--- src/rtl/mrt_pkg.sv ---
// constants, tables and types of the primality test unit
`default_nettype none
package mrt_pkg;
   localparam int WIDTH       = 64;
   localparam int CAND_W      = 64;
   localparam int SMALL_COUNT = 10;
   localparam int BASE_COUNT  = 7;
   localparam int CNT_W       = $clog2(WIDTH);
   localparam int IDX_W       = 4;
   localparam int BIDX_W      = $clog2(BASE_COUNT);

   localparam logic [WIDTH-1:0] SMALL_PRIMES [SMALL_COUNT] = '{
      WIDTH'(2), WIDTH'(3), WIDTH'(5), WIDTH'(7), WIDTH'(11),
      WIDTH'(13), WIDTH'(17), WIDTH'(19), WIDTH'(23), WIDTH'(29)
   };

   localparam logic [WIDTH-1:0] MR_BASES [BASE_COUNT] = '{
      WIDTH'(2), WIDTH'(325), WIDTH'(9375), WIDTH'(28178),
      WIDTH'(450775), WIDTH'(9780504), WIDTH'(1795265022)
   };

   typedef enum logic [8:0] {
      ST_IDLE  = 9'b000000001,
      ST_SMALL = 9'b000000010,
      ST_SPLIT = 9'b000000100,
      ST_BASE  = 9'b000001000,
      ST_PMUL  = 9'b000010000,
      ST_PSQR  = 9'b000100000,
      ST_CHK   = 9'b001000000,
      ST_SQR   = 9'b010000000,
      ST_OUT   = 9'b100000000
   } state_type;

   typedef struct packed {
      logic start;
      logic done;
   } unit_ctl_type;
endpackage
`default_nettype wire

--- src/rtl/mrt_if.sv ---
// request and response channel interfaces
`default_nettype none
interface mrt_req_if;
   logic                      valid;
   logic                      ready;
   logic [mrt_pkg::CAND_W-1:0] candidate;
   modport source (output valid, output candidate, input ready);
   modport sink   (input valid, input candidate, output ready);
endinterface

interface mrt_rsp_if;
   logic valid;
   logic ready;
   logic prime_flag;
   modport source (output valid, output prime_flag, input ready);
   modport sink   (input valid, input prime_flag, output ready);
endinterface
`default_nettype wire

--- src/rtl/mrt_rem.sv ---
// bit-serial restoring remainder unit, one dividend bit per cycle
`default_nettype none
module mrt_rem (
   input  wire logic                      clock,
   input  wire logic                      reset,
   input  wire logic                      start,
   input  wire logic [mrt_pkg::WIDTH-1:0] dividend,
   input  wire logic [mrt_pkg::WIDTH-1:0] divisor,
   output logic                           done,
   output logic [mrt_pkg::WIDTH-1:0]      remainder
);
   import mrt_pkg::*;

   logic [WIDTH-1:0] rem_ff, rem_in;
   logic [WIDTH-1:0] quo_ff, quo_in;
   logic [WIDTH-1:0] div_ff, div_in;
   logic [CNT_W-1:0] cnt_ff, cnt_in;
   logic             busy_ff, busy_in;
   logic             done_ff, done_in;
   logic [WIDTH:0]   trial;

   always_comb begin
      rem_in  = rem_ff;
      quo_in  = quo_ff;
      div_in  = div_ff;
      cnt_in  = cnt_ff;
      busy_in = busy_ff;
      done_in = 1'b0;
      trial   = {rem_ff, quo_ff[WIDTH-1]};
      if (start) begin
         rem_in  = '0;
         quo_in  = dividend;
         div_in  = divisor;
         cnt_in  = '0;
         busy_in = 1'b1;
      end else if (busy_ff) begin
         if (trial >= {1'b0, div_ff}) begin
            trial = trial - {1'b0, div_ff};
         end
         rem_in = trial[WIDTH-1:0];
         quo_in = {quo_ff[WIDTH-2:0], 1'b0};
         cnt_in = cnt_ff + 1'b1;
         if (cnt_ff == CNT_W'(WIDTH - 1)) begin
            busy_in = 1'b0;
            done_in = 1'b1;
         end
      end
   end

   always_ff @(posedge clock) begin
      rem_ff <= rem_in;
      quo_ff <= quo_in;
      div_ff <= div_in;
      cnt_ff <= cnt_in;
      if (reset) begin
         busy_ff <= 1'b0;
         done_ff <= 1'b0;
      end else begin
         busy_ff <= busy_in;
         done_ff <= done_in;
      end
   end

   assign done      = done_ff;
   assign remainder = rem_ff;
endmodule
`default_nettype wire

--- src/rtl/mrt_modmul.sv ---
// bit-serial shift-add modular multiplier, double then add per multiplier bit
`default_nettype none
module mrt_modmul (
   input  wire logic                      clock,
   input  wire logic                      reset,
   input  wire mrt_pkg::unit_ctl_type     ctl_in,
   input  wire logic [mrt_pkg::WIDTH-1:0] op_x,
   input  wire logic [mrt_pkg::WIDTH-1:0] op_y,
   input  wire logic [mrt_pkg::WIDTH-1:0] modulus,
   output mrt_pkg::unit_ctl_type          ctl_out,
   output logic [mrt_pkg::WIDTH-1:0]      product
);
   import mrt_pkg::*;

   logic [WIDTH-1:0] acc_ff, acc_in;
   logic [WIDTH-1:0] x_ff, x_in;
   logic [WIDTH-1:0] y_ff, y_in;
   logic [WIDTH-1:0] m_ff, m_in;
   logic [CNT_W-1:0] cnt_ff, cnt_in;
   logic             add_phase_ff, add_phase_in;
   logic             busy_ff, busy_in;
   logic             done_ff, done_in;
   logic [WIDTH-1:0] addend;
   logic [WIDTH:0]   sum;

   // one shared adder: doubles in the first phase, adds x in the second
   always_comb begin
      addend = add_phase_ff ? x_ff : acc_ff;
      sum    = {1'b0, acc_ff} + {1'b0, addend};
      if (sum >= {1'b0, m_ff}) begin
         sum = sum - {1'b0, m_ff};
      end
   end

   always_comb begin
      acc_in       = acc_ff;
      x_in         = x_ff;
      y_in         = y_ff;
      m_in         = m_ff;
      cnt_in       = cnt_ff;
      add_phase_in = add_phase_ff;
      busy_in      = busy_ff;
      done_in      = 1'b0;
      if (ctl_in.start) begin
         acc_in       = '0;
         x_in         = op_x;
         y_in         = op_y;
         m_in         = modulus;
         cnt_in       = '0;
         add_phase_in = 1'b0;
         busy_in      = 1'b1;
      end else if (busy_ff) begin
         if (!add_phase_ff) begin
            acc_in       = sum[WIDTH-1:0];
            add_phase_in = 1'b1;
         end else begin
            if (y_ff[WIDTH-1]) begin
               acc_in = sum[WIDTH-1:0];
            end
            y_in         = {y_ff[WIDTH-2:0], 1'b0};
            add_phase_in = 1'b0;
            cnt_in       = cnt_ff + 1'b1;
            if (cnt_ff == CNT_W'(WIDTH - 1)) begin
               busy_in = 1'b0;
               done_in = 1'b1;
            end
         end
      end
   end

   always_ff @(posedge clock) begin
      acc_ff       <= acc_in;
      x_ff         <= x_in;
      y_ff         <= y_in;
      m_ff         <= m_in;
      cnt_ff       <= cnt_in;
      add_phase_ff <= add_phase_in;
      if (reset) begin
         busy_ff <= 1'b0;
         done_ff <= 1'b0;
      end else begin
         busy_ff <= busy_in;
         done_ff <= done_in;
      end
   end

   assign ctl_out.start = busy_ff;
   assign ctl_out.done  = done_ff;
   assign product       = acc_ff;
endmodule
`default_nettype wire

--- src/rtl/miller_rabin_prime_test_64_unit.sv ---
// top level: deterministic 64-bit miller-rabin primality test sequencer
//
// usage
//  - req_chan carries one 64-bit candidate per transfer (valid/ready)
//  - rsp_chan returns one prime_flag per candidate, in order
//  - one candidate is worked on at a time; req_chan.ready is high only
//    while the sequencer is idle
//  - trial division by ten small primes runs on the serial remainder
//    unit, as does each base reduction; each modular multiply runs on
//    the shared shift-add multiplier (one double step and one add step
//    per multiplier bit)
//  - worst case about 7 bases * ~128 multiplies; values below two are
//    answered without any test, and a small-prime divisor ends it early
//  - a finished flag sits in an output register, so a new candidate is
//    taken while the previous flag still waits on a stalled receiver;
//    the sequencer holds its next flag until that register frees up
//  - synchronous reset returns to idle and drops rsp_chan.valid
`default_nettype none
module miller_rabin_prime_test_64_unit (
   input  wire logic  clock,
   input  wire logic  reset,
   mrt_req_if.sink    req_chan,
   mrt_rsp_if.source  rsp_chan
);
   import mrt_pkg::*;

   state_type        state_ff, state_in;
   logic [WIDTH-1:0] n_ff, n_in;
   logic [WIDTH-1:0] d_ff, d_in;
   logic [CNT_W-1:0] s_ff, s_in;
   logic [CNT_W-1:0] rcnt_ff, rcnt_in;
   logic [WIDTH-1:0] e_ff, e_in;
   logic [WIDTH-1:0] res_ff, res_in;
   logic [WIDTH-1:0] b_ff, b_in;
   logic [IDX_W-1:0] idx_ff, idx_in;
   logic             launched_ff, launched_in;
   logic             flag_ff, flag_in;
   logic             rsp_valid_ff, rsp_valid_in;
   logic             rsp_flag_ff, rsp_flag_in;

   logic [WIDTH-1:0] nm1;
   logic [WIDTH-1:0] cand;
   logic             req_xfer;

   // shared remainder unit
   logic             rem_start;
   logic [WIDTH-1:0] rem_dividend;
   logic [WIDTH-1:0] rem_divisor;
   logic             rem_done;
   logic [WIDTH-1:0] rem_value;

   // shared modular multiplier
   unit_ctl_type     mul_req, mul_stat;
   logic [WIDTH-1:0] mul_x, mul_y, mul_p;

   mrt_rem u_rem (
      .clock     (clock),
      .reset     (reset),
      .start     (rem_start),
      .dividend  (rem_dividend),
      .divisor   (rem_divisor),
      .done      (rem_done),
      .remainder (rem_value)
   );

   mrt_modmul u_mul (
      .clock   (clock),
      .reset   (reset),
      .ctl_in  (mul_req),
      .op_x    (mul_x),
      .op_y    (mul_y),
      .modulus (n_ff),
      .ctl_out (mul_stat),
      .product (mul_p)
   );

   assign nm1      = n_ff - WIDTH'(1);
   assign cand     = req_chan.candidate[WIDTH-1:0];
   assign req_xfer = req_chan.valid && req_chan.ready;

   always_comb begin
      state_in     = state_ff;
      n_in         = n_ff;
      d_in         = d_ff;
      s_in         = s_ff;
      rcnt_in      = rcnt_ff;
      e_in         = e_ff;
      res_in       = res_ff;
      b_in         = b_ff;
      idx_in       = idx_ff;
      launched_in  = launched_ff;
      flag_in      = flag_ff;
      rsp_valid_in = rsp_valid_ff;
      rsp_flag_in  = rsp_flag_ff;

      rem_start     = 1'b0;
      rem_dividend  = n_ff;
      rem_divisor   = SMALL_PRIMES[idx_ff];
      mul_req.start = 1'b0;
      mul_req.done  = 1'b0;
      mul_x         = res_ff;
      mul_y         = b_ff;

      // output register drains independently of the sequencer
      if (rsp_valid_ff && rsp_chan.ready) begin
         rsp_valid_in = 1'b0;
      end

      case (state_ff)
         ST_IDLE: begin
            if (req_xfer) begin
               n_in = cand;
               idx_in = '0;
               launched_in = 1'b0;
               if (cand < WIDTH'(2)) begin
                  flag_in  = 1'b0;
                  state_in = ST_OUT;
               end else begin
                  state_in = ST_SMALL;
               end
            end
         end

         // trial division by the small primes
         ST_SMALL: begin
            if (!launched_ff) begin
               rem_start   = 1'b1;
               launched_in = 1'b1;
            end else if (rem_done) begin
               launched_in = 1'b0;
               if (rem_value == '0) begin
                  flag_in  = (n_ff == SMALL_PRIMES[idx_ff]);
                  state_in = ST_OUT;
               end else if (idx_ff == IDX_W'(SMALL_COUNT - 1)) begin
                  d_in     = nm1;
                  s_in     = '0;
                  state_in = ST_SPLIT;
               end else begin
                  idx_in = idx_ff + 1'b1;
               end
            end
         end

         // n-1 = d * 2^s, one shift per cycle
         ST_SPLIT: begin
            if (!d_ff[0]) begin
               d_in = {1'b0, d_ff[WIDTH-1:1]};
               s_in = s_ff + 1'b1;
            end else begin
               idx_in   = '0;
               state_in = ST_BASE;
            end
         end

         // reduce the next base mod n, skip it when it vanishes
         ST_BASE: begin
            rem_dividend = MR_BASES[idx_ff[BIDX_W-1:0]];
            rem_divisor  = n_ff;
            if (idx_ff == IDX_W'(BASE_COUNT)) begin
               flag_in  = 1'b1;
               state_in = ST_OUT;
            end else if (!launched_ff) begin
               rem_start   = 1'b1;
               launched_in = 1'b1;
            end else if (rem_done) begin
               launched_in = 1'b0;
               if (rem_value == '0) begin
                  idx_in = idx_ff + 1'b1;
               end else begin
                  b_in     = rem_value;
                  res_in   = WIDTH'(1);
                  e_in     = d_ff;
                  state_in = ST_PMUL;
               end
            end
         end

         // exponent bit set: res = res * b
         ST_PMUL: begin
            if (e_ff == '0) begin
               state_in = ST_CHK;
            end else if (!e_ff[0]) begin
               state_in = ST_PSQR;
            end else if (!launched_ff) begin
               mul_req.start = 1'b1;
               launched_in   = 1'b1;
            end else if (mul_stat.done) begin
               launched_in = 1'b0;
               res_in      = mul_p;
               state_in    = ST_PSQR;
            end
         end

         // b = b * b, next exponent bit; last square is not needed
         ST_PSQR: begin
            mul_x = b_ff;
            if (e_ff[WIDTH-1:1] == '0) begin
               e_in     = '0;
               state_in = ST_PMUL;
            end else if (!launched_ff) begin
               mul_req.start = 1'b1;
               launched_in   = 1'b1;
            end else if (mul_stat.done) begin
               launched_in = 1'b0;
               b_in        = mul_p;
               e_in        = {1'b0, e_ff[WIDTH-1:1]};
               state_in    = ST_PMUL;
            end
         end

         ST_CHK: begin
            if (res_ff == WIDTH'(1) || res_ff == nm1) begin
               idx_in   = idx_ff + 1'b1;
               state_in = ST_BASE;
            end else begin
               rcnt_in  = CNT_W'(1);
               state_in = ST_SQR;
            end
         end

         // repeated squaring looking for n-1
         ST_SQR: begin
            mul_y = res_ff;
            if (rcnt_ff >= s_ff) begin
               flag_in  = 1'b0;
               state_in = ST_OUT;
            end else if (!launched_ff) begin
               mul_req.start = 1'b1;
               launched_in   = 1'b1;
            end else if (mul_stat.done) begin
               launched_in = 1'b0;
               res_in      = mul_p;
               if (mul_p == nm1) begin
                  idx_in   = idx_ff + 1'b1;
                  state_in = ST_BASE;
               end else begin
                  rcnt_in = rcnt_ff + 1'b1;
               end
            end
         end

         ST_OUT: begin
            if (!rsp_valid_ff || rsp_chan.ready) begin
               rsp_valid_in = 1'b1;
               rsp_flag_in  = flag_ff;
               state_in     = ST_IDLE;
            end
         end

         default: begin
            state_in = ST_IDLE;
         end
      endcase
   end

   always_ff @(posedge clock) begin
      n_ff        <= n_in;
      d_ff        <= d_in;
      s_ff        <= s_in;
      rcnt_ff     <= rcnt_in;
      e_ff        <= e_in;
      res_ff      <= res_in;
      b_ff        <= b_in;
      idx_ff      <= idx_in;
      flag_ff     <= flag_in;
      rsp_flag_ff <= rsp_flag_in;
      if (reset) begin
         state_ff     <= ST_IDLE;
         launched_ff  <= 1'b0;
         rsp_valid_ff <= 1'b0;
      end else begin
         state_ff     <= state_in;
         launched_ff  <= launched_in;
         rsp_valid_ff <= rsp_valid_in;
      end
   end

   assign req_chan.ready      = (state_ff == ST_IDLE);
   assign rsp_chan.valid      = rsp_valid_ff;
   assign rsp_chan.prime_flag = rsp_flag_ff;
endmodule
`default_nettype wire

--- src/flat_wrapper.sv ---
// flat-port wrapper written by rule: the top's interface ports become plain ports
module miller_rabin_prime_test_64_unit_flat import mrt_pkg::*;
  (clock, reset, req_chan_valid, req_chan_candidate, req_chan_ready, rsp_chan_valid, rsp_chan_prime_flag, rsp_chan_ready);
  mrt_req_if req_chan_i ();
  mrt_rsp_if rsp_chan_i ();
  input  wire logic clock;
  input  wire logic reset;
  input wire logic [$bits(req_chan_i.valid)-1:0] req_chan_valid;
  input wire logic [$bits(req_chan_i.candidate)-1:0] req_chan_candidate;
  output wire logic [$bits(req_chan_i.ready)-1:0] req_chan_ready;
  output wire logic [$bits(rsp_chan_i.valid)-1:0] rsp_chan_valid;
  output wire logic [$bits(rsp_chan_i.prime_flag)-1:0] rsp_chan_prime_flag;
  input wire logic [$bits(rsp_chan_i.ready)-1:0] rsp_chan_ready;
  assign req_chan_i.valid = req_chan_valid;
  assign req_chan_i.candidate = req_chan_candidate;
  assign req_chan_ready = req_chan_i.ready;
  assign rsp_chan_valid = rsp_chan_i.valid;
  assign rsp_chan_prime_flag = rsp_chan_i.prime_flag;
  assign rsp_chan_i.ready = rsp_chan_ready;
  miller_rabin_prime_test_64_unit u_core (.clock(clock), .reset(reset), .req_chan(req_chan_i), .rsp_chan(rsp_chan_i));
endmodule
--- config.mk ---
export PLATFORM = sky130hd
export DESIGN_NAME = miller_rabin_prime_test_64_unit_flat
export DESIGN_NICKNAME = d
export VERILOG_FILES = /design/src/rtl/mrt_pkg.sv /design/src/rtl/mrt_if.sv /design/src/rtl/mrt_rem.sv /design/src/rtl/mrt_modmul.sv /design/src/rtl/miller_rabin_prime_test_64_unit.sv /design/src/flat_wrapper.sv
export SDC_FILE = /design/constraint.sdc
export NUM_CORES = 2
export LEC_CHECK = 0
export BUFFER_PORTS_ARGS = -buffer_cell sky130_fd_sc_hd__buf_4
export CAP_MARGIN = 25
export CELL_PAD_IN_SITES_DETAIL_PLACEMENT = 2
export CELL_PAD_IN_SITES_GLOBAL_PLACEMENT = 2
export CORE_UTILIZATION = 32
export CTS_CLUSTER_DIAMETER = 50
export DETAILED_ROUTE_END_ITERATION = 6
export PLACE_DENSITY = 0.64
export SLEW_MARGIN = 20
export SYNTH_ARGS = -nofsm -noshare
export SYNTH_HDL_FRONTEND = slang
export SYNTH_SLANG_ARGS = --single-unit
--- constraint.sdc ---
create_clock -name clock -period 8.25 [get_ports clock]
set_input_delay 0 -clock clock [delete_from_list [all_inputs] [get_ports clock]]
set_output_delay 0 -clock clock [all_outputs]
set_load 0.01 [all_outputs]
# Yosys cells after proc, flatten, opt, wreduce, memory -nomap -nowiden
# Memory sizes are Yosys's and may differ from the RTL's.
# Cells that the tools add are included.
# totals
mem_count,2
register_bits,814
in_bits,68
out_inout_bits,3
word_cells,287
mem_bits_ro,1536
# op_classes
eq_ne,59
magnitude_cmp,6
mux,143
addsub,9
reduce_logical,35
bitwise_logic,5
# memory_table
name,words,width,rd,rd_clocked_by_memory_dff,write_ports,line_no,rtl
(no name shown),16,64,1,0,0,miller_rabin_prime_test_64_unit.sv:98,rem_divisor = SMALL_PRIMES[idx_ff];
(no name shown),8,64,1,0,0,miller_rabin_prime_test_64_unit.sv:157,rem_dividend = MR_BASES[idx_ff[BIDX_W-1:0]];
# op_table
cell,count
64-bit two-way mux,46
64-bit case mux with 2 select lines,3
9-bit two-way mux,23
64-bit == test,3
64-bit case mux with 3 select lines,1
65-bit by 64-bit >= comparator with 1-bit output,2
64-bit logical NOT,2
64-bit subtractor,2
9-bit case mux with 9 select lines,1
64-bit by 64-bit adder with 65-bit output,1
"64-bit by 1-bit == test with 1-bit output, second input constant",1
"64-bit by 2-bit less-than comparator with 1-bit output, second input constant",1
"64-bit by 1-bit subtractor with 64-bit output, second input constant",1
63-bit logical NOT,1
4-bit two-way mux,15
6-bit two-way mux,10
1-bit two-way mux,36
"2-bit inequality test, second input constant",17
16-bit AND reduction,2
"2-bit by 1-bit inequality test with 1-bit output, second input constant",14
"6-bit by 1-bit adder with 6-bit output, second input constant",4
4-bit case mux with 6 select lines,1
6-bit case mux with 2 select lines,2
8-bit AND reduction,3
other kinds (41),65

# Logic depth before layout (Yosys ltp)
# logic_depth
ltp_word,9
ltp_mapped,32

# Hierarchy
# From an unflattened synthesis, not the netlist that was laid out.
# unflattened
hier_cells,5451
hier_area_um2,52614.2
# modules_own_cells
module,area_each_um2,instances,cells_each
miller_rabin_prime_test_64_unit,23113.4,1,2403
mrt_modmul,17799.6,1,1838
mrt_rem,11701.2,1,1210

# Worst setup path after synthesis
# Ideal clock, no wire load.
# synth_timing
path_type,reg-to-reg
startpoint,register u_core.state_ff[1]
endpoint,"register u_core.res_ff[0], enable pin"
required_time_ns,7.660
setup_ns,0.590
stages_incl_launch_ff,8
path_buffers,2
t_arrival_ns,6.714
setup_slack_ns,0.947
cell_sequence,dfxtp_1 -> clkbuf_1 -> or4_1 -> nor4_1 -> nand3b_1 -> clkbuf_1 -> or2_2 -> a221oi_1
# synth_via
elab_chain_cells,3
elab_cells_between_ends,12
# synth_lines
element,line_no,rtl
"start, declared",miller_rabin_prime_test_64_unit.sv:27,"state_type state_ff, state_in;"
"start signal, assigned",miller_rabin_prime_test_64_unit.sv:272,state_ff <= state_in;
"9-bit by 4-bit == test with 1-bit output, or another cell as far along",miller_rabin_prime_test_64_unit.sv:109,case (state_ff)
"2-bit inequality test (no line), or another cell as far along",--,
8-bit AND reduction (no line) *,--,
"end signal, assigned",miller_rabin_prime_test_64_unit.sv:262,res_ff <= res_in;
"end, declared",miller_rabin_prime_test_64_unit.sv:33,"logic [WIDTH-1:0] res_ff, res_in;"
# Mark *: on every way between the ends. The rest lies on a longest branch, timed or not.
# A chain may end at the register's enable or synchronous reset.

# Worst setup path in the final report
# layout_timing
startpoint,register u_core.u_mul.add_phase_ff
endpoint,register u_core.u_mul.acc_ff[59] (netlist: u_core.u_mul.product[59])
# layout_via
elab_chain_cells,6
elab_cells_between_ends,9
# layout_lines
element,line_no,rtl
"start, declared",mrt_modmul.sv:20,"logic add_phase_ff, add_phase_in;"
"start signal, assigned",mrt_modmul.sv:77,add_phase_ff <= add_phase_in;
64-bit two-way mux,mrt_modmul.sv:28,addend = add_phase_ff ? x_ff : acc_ff;
64-bit by 64-bit adder with 65-bit output,mrt_modmul.sv:29,"sum = {1'b0, acc_ff} + {1'b0, addend};"
64-bit subtractor / 65-bit by 64-bit >= comparator with 1-bit output (equally long branches),"mrt_modmul.sv:31, mrt_modmul.sv:30",
64-bit two-way mux,mrt_modmul.sv:30,"if (sum >= {1'b0, m_ff}) begin"
64-bit two-way mux,mrt_modmul.sv:57,if (y_ff[WIDTH-1]) begin
64-bit two-way mux,mrt_modmul.sv:53,if (!add_phase_ff) begin
"end signal, assigned",mrt_modmul.sv:72,acc_ff <= acc_in;
"end, declared",mrt_modmul.sv:15,"logic [WIDTH-1:0] acc_ff, acc_in;"
# Parallel ways exist; a longest one is shown, timed or not. The select of a mux whose other input is x is not followed.

==> run summary <==
Total grt overflow: 0
Status: finished, final reports clean
Yosys Warn Count: 0
Post-synthesis sequential area ratio: 45.0%
Largest family of logic cells by synthesized area: simple AND/OR/NAND/NOR gates
Register Area: 0.0229 mm^2
Antenna violations before repair: 37
GPL Wtd Cong: 1.01
Net Count, Synth: 5600
Leak: 22.5 nW
Compound-Gate Fraction of Synth Area: 16.3%
Port Buffers: 70
Detailed-route DRC error count: 0
Post-route setup TNS: 0 ns
Critical Path AT: 8.48 ns
CTS buffer count: 133
Synth Cell Area: 0.0508 mm^2
Post-Synth XOR/XNOR Area: 5.99%
Routed wire length: 230 mm
Num rows: 145
Max-Cap Viols: 0
Slew HR: 18.3%
Main flop type after synthesis: edfxtp_1
Min-delay worst type: in -> reg
First-pass GRT wire length: 333 mm
Layout Skew: 0.0405 ns
Core ar.: 0.157 mm^2
Count of pins over their slew limit: 0
Post-Synth Simple-Gate Area: 17.4%
Initial Utilization: 32.4%
RSZ-0062 raised after global routing: no
Register clock-pin slew on the reported worst setup and hold paths: 0.05 ns
Share of layout cells above drive strength 1: 13.5%
Fin util: 38.1%
Post-route antenna net violation count: 0
Syn_area_per_cell: 9.56 um^2
# IOs: 71
P per Cell Area: 307 mW/mm^2
Final-report setup violation count: 0
Hold Vio Cnt, Final: 0
Multi-input logic area: 0.0261 mm^2
Final instance area: 0.0598 mm^2
Worst skew pair latency: 0.79 ns
Die Area: 0.160 mm^2
CP Launch Type: flop
Final net count: 5735
F_max: 0.128 GHz
CTS tree: done
Chip Width: 401 um
Routed len/inst: 30.2 um
WP data required: 8.91 ns
Pin slew with the least headroom to its limit: 1.21 ns
Number of global-route vias before repair: 46.8k
Fillers: 16.8k
Post-cts resize count: 0
Vias: 44.7k
#FFs+latches synth: 814
CP max FO: 36
Peak VDD IR: 0.000219 V
Crit path kind: reg -> reg
Die Ht: 401 um
CTS Root Buffer Type: clkbuf_16
Via-to-Cell Ratio: 5.86
Tmin final: 7.82 ns
Mapped Cells: 5317
Max Buffers Root-to-Sink: 3
Post-DP HPWL: 169 mm
Initial drt markers: 3910
Overall global routing resource usage: 28.1%
Largest net degree at the start of global routing: 173
Detailed Routing Iterations Pass 1: 5
Final worst-path cycle share: 94.8%
Adder-cell share of the synthesized area: 5.34%
H-tree Lvls: 4
Post-synth ARST share: 0%
Post-synth EDFFs: 658
Setup Fix Bufs, Post-CTS: 0
Placed inst area: 0.0538 mm^2
Cell variety after synth: 95
Post-synthesis mux area share: 5.98%
Clock sink total: 814
Layout area overhead: 17.6%
Critical path endpoint category: flop
## layout make-up
cell class / count / share of cell area [%]
Clock inverter: 99 / 1.93
Antenna cell: 5 / 0.0209
Multi-Input combinational cell: 3969 / 43.6
Timing Repair Buffer: 324 / 4.74
Tap cell: 2058 / 4.31
Clock buffer: 145 / 5.75
Sequential cell: 814 / 38.3
Inverter: 210 / 1.34
## synthesized netlist by cell type, types with 17 or more instances
cell type	number	area [um^2]
nand3b_1	17	128
inv_1	206	773
xnor2_1	211	1850
nand3_1	118	591
ha_1	212	2650
edfxtp_1	658	19800
nor3b_1	26	195
o211ai_1	29	218
a21oi_1	480	2400
a31oi_1	101	632
nor3_1	103	515
a311oi_1	46	403
o21ai_0	210	1050
clkbuf_1	297	1110
mux2i_1	26	260
o31ai_1	22	165
a211oi_1	73	548
or2_2	17	106
o21a_1	33	248
dfxtp_1	156	3120
nor2b_1	36	225
and3_1	30	188
nor4_1	117	732
o21bai_1	40	300
xor2_1	129	1130
nand2b_1	31	194
nand2_1	649	2440
or3_1	30	188
nand4_1	95	594
mux2_2	247	2780
nor2_1	399	1500
a21o_1	111	833
and2_1	78	488
## sequential cells by signal, indices dropped and copies added, names as in the netlist, 4 cells and up
register,cells
u_core.u_mul.m_ff,64
u_core.u_mul.x_ff,64
u_core.rcnt_ff,6
u_core.n_ff,64
u_core.d_ff,64
u_core.u_rem.remainder,64
u_core.b_ff,64
u_core.s_ff,6
u_core.u_mul.y_ff,64
u_core.u_mul.product,64
u_core.state_ff,9
u_core.u_rem.quo_ff,64
u_core.res_ff,64
u_core.u_rem.div_ff,64
u_core.idx_ff,4
u_core.u_mul.cnt_ff,6
u_core.u_rem.cnt_ff,6
u_core.e_ff,64
## report_power, final
part / leakage [nW] / internal (W) / switching, W
clock network: 2.24 / 0.00355 / 0.00231
logic: 13.1 / 0.00234 / 0.00418
registers: 7.13 / 0.00503 / 0.000953
## critical path, stage by stage (launching register included)
cell and delay, ns:
dfxtp_4 0.62, mux2_2 0.40, ha_1 0.24, fa_1 0.44
a21oi_1 0.21, nand4b_1 0.18, a311oi_1 0.17, o31a_1 0.34
or3b_2 0.52, a221oi_1 0.77, a2111oi_0 0.33, nor2_1 0.23
xnor2_1 0.18, ha_1 0.32, and3_1 0.26, and3_1 0.25
nand3_1 0.09, nor3_1 0.06, nor4_1 0.30, nand2b_1 0.10
o21ai_0 0.30, o211a_4 0.37, clkinv_1 0.43, o31a_1 0.42
o311a_1 0.12
## per-stage QoR
step                      worst slack (ns)  hold slack [ns]  power (W)  instances
final                                0.428           0.0493     0.0184       7624
after global placement               0.706            0.178     0.0122       7239
after global routing                0.0676           0.0378     0.0192       7619
after floorplan                      0.947           0.0774    0.00968       5317
after detailed placement             0.490            0.183     0.0123       7242
after CTS                            0.466          0.00489     0.0183       7615
## path summary, 6_finish.rpt
check / depth (start not counted) / end / startpoint / slack (ns)
hold reg to reg: 2 / u_core.u_rem.quo_ff[44] / u_core.u_rem.quo_ff[43] / 0.50
hold / removal: 2 / u_core.n_ff[26] / req_chan_candidate[26] / 0.05
setup / recovery: 24 / u_core.u_mul.product[59] / u_core.u_mul.add_phase_ff / 0.43
setup reg to reg: 24 / u_core.u_mul.product[59] / u_core.u_mul.add_phase_ff / 0.43
## logic make-up (layout without fill, tap and decap cells)
group,count (synthesis),after routing
xor+xnor,343,343
buf+inv,534,778
mux,273,273
compound gates,1314,1314
simple gates,1824,1824
fa+ha+maj,215,215
flops,814,814
other cells,0,5
## routing by layer
layer | track usage (%) | part of all wire (%) | up-vias
met1 | 39.3 | 46 | 23100
li1 | - | - | 19900
met4 | 11.3 | 4.1 | 6
met2 | 43.6 | 44 | 1338
met3 | 4.01 | 5.8 | 364
met5 | 0 | 0.015 | -
## cell usage in the layout, fill, tap and decap left out, drive strengths merged, types with 15 or more instances in the layout
cell	synthesis	final
clkbuf	297	146
xnor2	211	211
edfxtp	658	658
o21a	33	33
a21o	111	111
nor2	399	399
nand4	96	96
or3	30	30
nor3	105	105
bufinv	0	15
nand3	120	120
nor2b	36	36
a311oi	46	46
or2	18	18
nand3b	17	17
or4	19	19
a21oi	480	480
clkinv	1	47
o21bai	41	41
dlygate4sd3	0	129
and2	79	79
xor2	129	129
mux2i	26	26
dfxtp	156	156
o31ai	22	22
inv	209	238
a31oi	101	101
a211oi	73	73
nand2	649	649
nor4	128	128
o211ai	29	29
and3	30	30
ha	212	212
nor3b	26	26
a2111oi	16	16
buf	27	194
o21ai	214	214
nand2b	31	31
mux2	247	247
## what timing repair did
item	4_1_cts	5_1_grt
hold buffers	129	0
endpoints found under the setup margin	0	0
endpoints found under the hold margin	84	0
Note: power is estimated with default switching activity, not from simulation.
